$ cat config.mk
export PLATFORM = sky130hd
export DESIGN_NAME = spc_ctrl
export DESIGN_NICKNAME = d
export VERILOG_FILES = /design/src/spc_pkg.sv /design/src/spc_ctrl.sv
export SDC_FILE = /design/constraint.sdc
export NUM_CORES = 1
export LEC_CHECK = 0
export BUFFER_PORTS_ARGS = -buffer_cell sky130_fd_sc_hd__buf_2
export CAP_MARGIN = 20
export CORE_AREA = 2 2 39 41
export DETAILED_ROUTE_END_ITERATION = 16
export DIE_AREA = 0 0 41 43
export RECOVER_POWER = 100
export SETUP_SLACK_MARGIN = 0.1
export SYNTH_ARGS = -nofsm -noshare
export SYNTH_HDL_FRONTEND = slang
export SYNTH_SLANG_ARGS = --single-unit
$ cat constraint.sdc
create_clock -name clk_i -period 1.3 [get_ports clk_i]
set_input_delay 0.39 -clock clk_i [delete_from_list [all_inputs] [get_ports clk_i]]
set_output_delay 0.39 -clock clk_i [all_outputs]
set_load 0.005 [all_outputs]
$ cat src/spc_pkg.sv
// spc_pkg: shared constants and controller/datapath interface types for the
// sieve prime counter. No dependencies.
package spc_pkg;

  localparam int unsigned MAX_LIMIT = 65535;
  localparam int unsigned LIMIT_W   = 16;
  localparam int unsigned COUNT_W   = 13;
  localparam int unsigned NUM_W     = $clog2(MAX_LIMIT + 1);
  localparam int unsigned MEM_DEPTH = MAX_LIMIT + 1;
  localparam int unsigned CMP_W     = (NUM_W > LIMIT_W) ? NUM_W : LIMIT_W;
  localparam logic [COUNT_W-1:0] COUNT_MAX = {COUNT_W{1'b1}};

  // controller -> datapath
  typedef struct packed {
    logic load;       // latch limit, clear tally, candidate := 2
    logic clr_step;   // clear mark at candidate, candidate += 1
    logic scan_init;  // candidate := 2
    logic count;      // tally += 1 (saturating), multiple := 2 * candidate
    logic mark;       // set mark at multiple, multiple += candidate
    logic next;       // candidate += 1
  } cmd_t;

  // datapath -> controller
  typedef struct packed {
    logic below_two;  // limit below two
    logic cand_last;  // candidate == limit
    logic marked;     // registered mark read at candidate
    logic mult_over;  // multiple > limit
  } status_t;

endpackage

$ cat src/spc_ctrl.sv
// spc_ctrl: sequencing state machine for the sieve (clear, scan, mark).
// Depends on spc_pkg.
module spc_ctrl import spc_pkg::*; (
  input  logic    clk_i,
  input  logic    rst_ni,
  input  logic    start,
  input  status_t status_i,
  output cmd_t    cmd_o,
  output logic    busy,
  output logic    done_o
);

  typedef enum logic [2:0] {
    ST_IDLE,
    ST_CLEAR,
    ST_READ,
    ST_CHECK,
    ST_MARK
  } state_e;

  state_e state_q, state_d;
  logic   done_q, done_d;

  always_comb begin
    cmd_o   = '0;
    state_d = state_q;
    done_d  = 1'b0;
    case (state_q)
      ST_IDLE: begin
        if (start) begin
          cmd_o.load = 1'b1;
          state_d    = ST_CLEAR;
        end
      end
      ST_CLEAR: begin
        if (status_i.below_two) begin
          done_d  = 1'b1;
          state_d = ST_IDLE;
        end else begin
          cmd_o.clr_step = 1'b1;
          if (status_i.cand_last) begin
            cmd_o.scan_init = 1'b1;
            state_d         = ST_READ;
          end
        end
      end
      ST_READ: begin
        state_d = ST_CHECK;
      end
      ST_CHECK: begin
        if (!status_i.marked) begin
          cmd_o.count = 1'b1;
          state_d     = ST_MARK;
        end else if (status_i.cand_last) begin
          done_d  = 1'b1;
          state_d = ST_IDLE;
        end else begin
          cmd_o.next = 1'b1;
          state_d    = ST_READ;
        end
      end
      ST_MARK: begin
        if (!status_i.mult_over) begin
          cmd_o.mark = 1'b1;
        end else if (status_i.cand_last) begin
          done_d  = 1'b1;
          state_d = ST_IDLE;
        end else begin
          cmd_o.next = 1'b1;
          state_d    = ST_READ;
        end
      end
      default: begin
        state_d = ST_IDLE;
      end
    endcase
  end

  always_ff @(posedge clk_i or negedge rst_ni) begin
    if (!rst_ni) begin
      state_q <= ST_IDLE;
      done_q  <= 1'b0;
    end else begin
      state_q <= state_d;
      done_q  <= done_d;
    end
  end

  assign busy   = (state_q != ST_IDLE);
  assign done_o = done_q;

  // result strobe only once the machine is back in idle
  a_done_idle: assert property (@(posedge clk_i) disable iff (!rst_ni)
    done_q |-> !busy)
    else $error("result strobe while busy");

  // an accepted item always starts work
  a_start_busy: assert property (@(posedge clk_i) disable iff (!rst_ni)
    (start && !busy) |=> busy)
    else $error("accepted item did not start");

  // strobe only follows a finishing state
  a_done_src: assert property (@(posedge clk_i) disable iff (!rst_ni)
    done_q |-> ($past(state_q) == ST_CLEAR || $past(state_q) == ST_CHECK
                || $past(state_q) == ST_MARK))
    else $error("result strobe from unexpected state");

  // marking never writes past the limit
  a_mark_bound: assert property (@(posedge clk_i) disable iff (!rst_ni)
    cmd_o.mark |-> !status_i.mult_over)
    else $error("mark beyond limit");

endmodule

==> flow_metrics.env <==
export IMPL_syn_inst=32
export IMPL_fillers=130
export IMPL_layout_common_cells="buf_2 (12), buf_4 (11), nor2_1 (5), buf_6 (5)"
export IMPL_max_slew_worst_pin_slew_ps=243
export IMPL_ys_ff_latch=4
export IMPL_htreeDepth=1
export IMPL_rsz0062_at_grt="yes"
export IMPL_dp_hpwl_um=600
export IMPL_violations="setup timing"
export IMPL_max_cap_violations=0
export IMPL_register_area_um2=104
export IMPL_drt_first_iter_violations=7
export IMPL_pre_cts_ws_ps=-202
export IMPL_grt_overflow=0
export IMPL_vias_per_cell=4.39
export IMPL_fin_tns_setup_ps=-2920
export IMPL_finalSetupViolations=9
export IMPL_leakagePower_nw=0.296
export IMPL_path_clk_slew_ps=40
export IMPL_avgSynthCellArea_um2=8.88
export IMPL_grt_pass1_wl_mm=1.45
export IMPL_dieWidth_um=41
export IMPL_clock_tree_root_cell="clkbuf_4"
export IMPL_slew_violations=0
export IMPL_die_area_mm2=0.00176
export IMPL_drive_above_1_share_pct=63.6
export IMPL_total_power_mw=1.10
export IMPL_cts_buffer_depth=2
export IMPL_gp_congestion=0.729
export IMPL_yosys_warnings=0
export IMPL_vias=360
export IMPL_drc=0
export IMPL_totalWireLength_um=855
export IMPL_fp_coreArea_mm2=0.00138
export IMPL_rows=14
export IMPL_synthDistinctLibCells=19
export IMPL_post_drt_wl_per_cell_um=10.4
export IMPL_start_util_pct=20.5
export IMPL_area_growth_pct=104
export IMPL_place_inst=70
export IMPL_crit_path_start="state_q[1]"
export IMPL_clock_sinks=4
export IMPL_grt_util_all_layers_pct=12.2
export IMPL_min_from="status_i[3]"
export IMPL_tritoncts="yes"
export IMPL_multi_input_area_um2=206
export IMPL_die_y_um=43
export IMPL_worstPathRequired_ps=910
export IMPL_ant_nets=0
export IMPL_max_freq_mhz=575
export IMPL_status="finished with violations"
export IMPL_synth_area_um2=284
export IMPL_critical_path_endpoint_type="primary output"
export IMPL_critical_path_class="reg2out"
export IMPL_grt_max_degree=9
export IMPL_diodes=0
export IMPL_ioPinCount=15
export IMPL_slew_limit_headroom_pct=83.7
export IMPL_p_per_area_mw_per_mm2=1900
export IMPL_antenna_found_initial=0
export IMPL_syn_nets=39
export IMPL_min_path_type="in2reg"
export IMPL_final_hold_viol_count=0
export IMPL_arrival_ps=1350
export IMPL_final_common_cell="buf_2"
export IMPL_crit_fanout=6
export IMPL_clock_skew_ps=6.58
export IMPL_synth_sequential_area_ratio_pct=35.2
export IMPL_stdcell_count=82
export IMPL_ir_worst_vdd_uv=916
export IMPL_utilization_pct=42.0
export IMPL_clock_latency_ps=230
export IMPL_first_pass_iters=2
export IMPL_numCtsBuffers=3
export IMPL_final_nets=74
export IMPL_grt_pass1_vias=388
export IMPL_port_buffers=14
export IMPL_critPathLaunchType="flop"
export IMPL_fin_ws_ps=-440
export IMPL_period_minus_slack_ps=1740
export IMPL_finalCritPeriodShare_pct=134
export IMPL_rr_startpoint="state_q[1]"
-- where the power goes --
group,switching (mW),leakage [nW],internal [mW]
logic,0.240,0.232,0.429
registers,0.0859,0.0483,0.181
clock network,0.0499,0.0150,0.115
total,0.376,0.296,0.725
-- routing by layer --
layer  GRT usage [%]  part of all wire (%)  up-vias  wire length (um)
met2            19.7                    60        5               510
met4            12.0                     0        0                 0
met5               0                     0        -                 0
met1            12.4                    38      171               323
li1                -                     -      184                 -
met3            1.05                   2.5        0                21
-- critical path, cell delays in order, from the launching register on --
cell     delay (ps)
dfrtp_2         440
nor2b_4         140
a32o_2          270
and2b_1         150
buf_2           120
-- worst paths after layout --
| path | end | slack, ps | cells after the start |
|---|---|---|---|
| setup / recovery | cmd_o[0] | -440 | 4 |
| max in group asynchronous | state_q[0] | 600 | 2 |
| setup reg to reg | done_o | -390 | 8 |
| min in group asynchronous | done_o | 500 | 2 |
| hold reg to reg | done_o | 650 | 1 |
| hold / removal | done_o | 430 | 2 |
-- logic make-up after synthesis --
logic type | synth area share (%)
AND/OR/NAND/NOR | 32.6
AO/OA/AOI/OAI | 26.9
flip-flops | 35.2
buffers and inverters | 5.29
-- stage by stage --
step           cell area (um2)  hold slack (ps)
6_report                   581              432
5_1_grt                    581              444
4_1_cts                    577              422
3_5_place_dp               445              195
3_3_place_gp               445              196
2_1_floorplan              295             94.4
-- cell type report --
cell class | count | area share (%)
tap | 16 | 3.45
multi-input combinational | 25 | 35.6
clock buffer | 4 | 4.53
sequential | 4 | 17.9
timing repair buffer | 31 | 37.3
inverter | 2 | 1.29
-- flip-flops by register name, indices dropped and copies added (netlist names) --
name	count
state_q	3
done_o	1
-- cell usage after synthesis, drive strengths merged --
cell | n | share of area (%)
o32a | 2 | 7.0
nand2b | 3 | 6.6
and2b | 1 | 2.6
dfrtp | 4 | 35
a21o | 1 | 3.1
or3 | 1 | 2.2
nor3b | 1 | 2.6
nand2 | 1 | 1.3
and2 | 1 | 2.2
o21bai | 1 | 2.6
nor2 | 5 | 6.6
o221a | 1 | 4.0
nor3 | 3 | 5.3
buf | 1 | 2.6
a21boi | 1 | 2.6
nor2b | 1 | 3.1
a32o | 2 | 7.5
inv | 2 | 2.6
-- repair_timing --
action	in CTS	in global routing
endpoints found under the setup margin	9	10
endpoints found under the hold margin	4	0
hold buffers	1	0
buffers inserted	8	3
gates resized for setup	11	4
pin swaps	4	3
No activity file was read; power rests on OpenSTA's default activity.
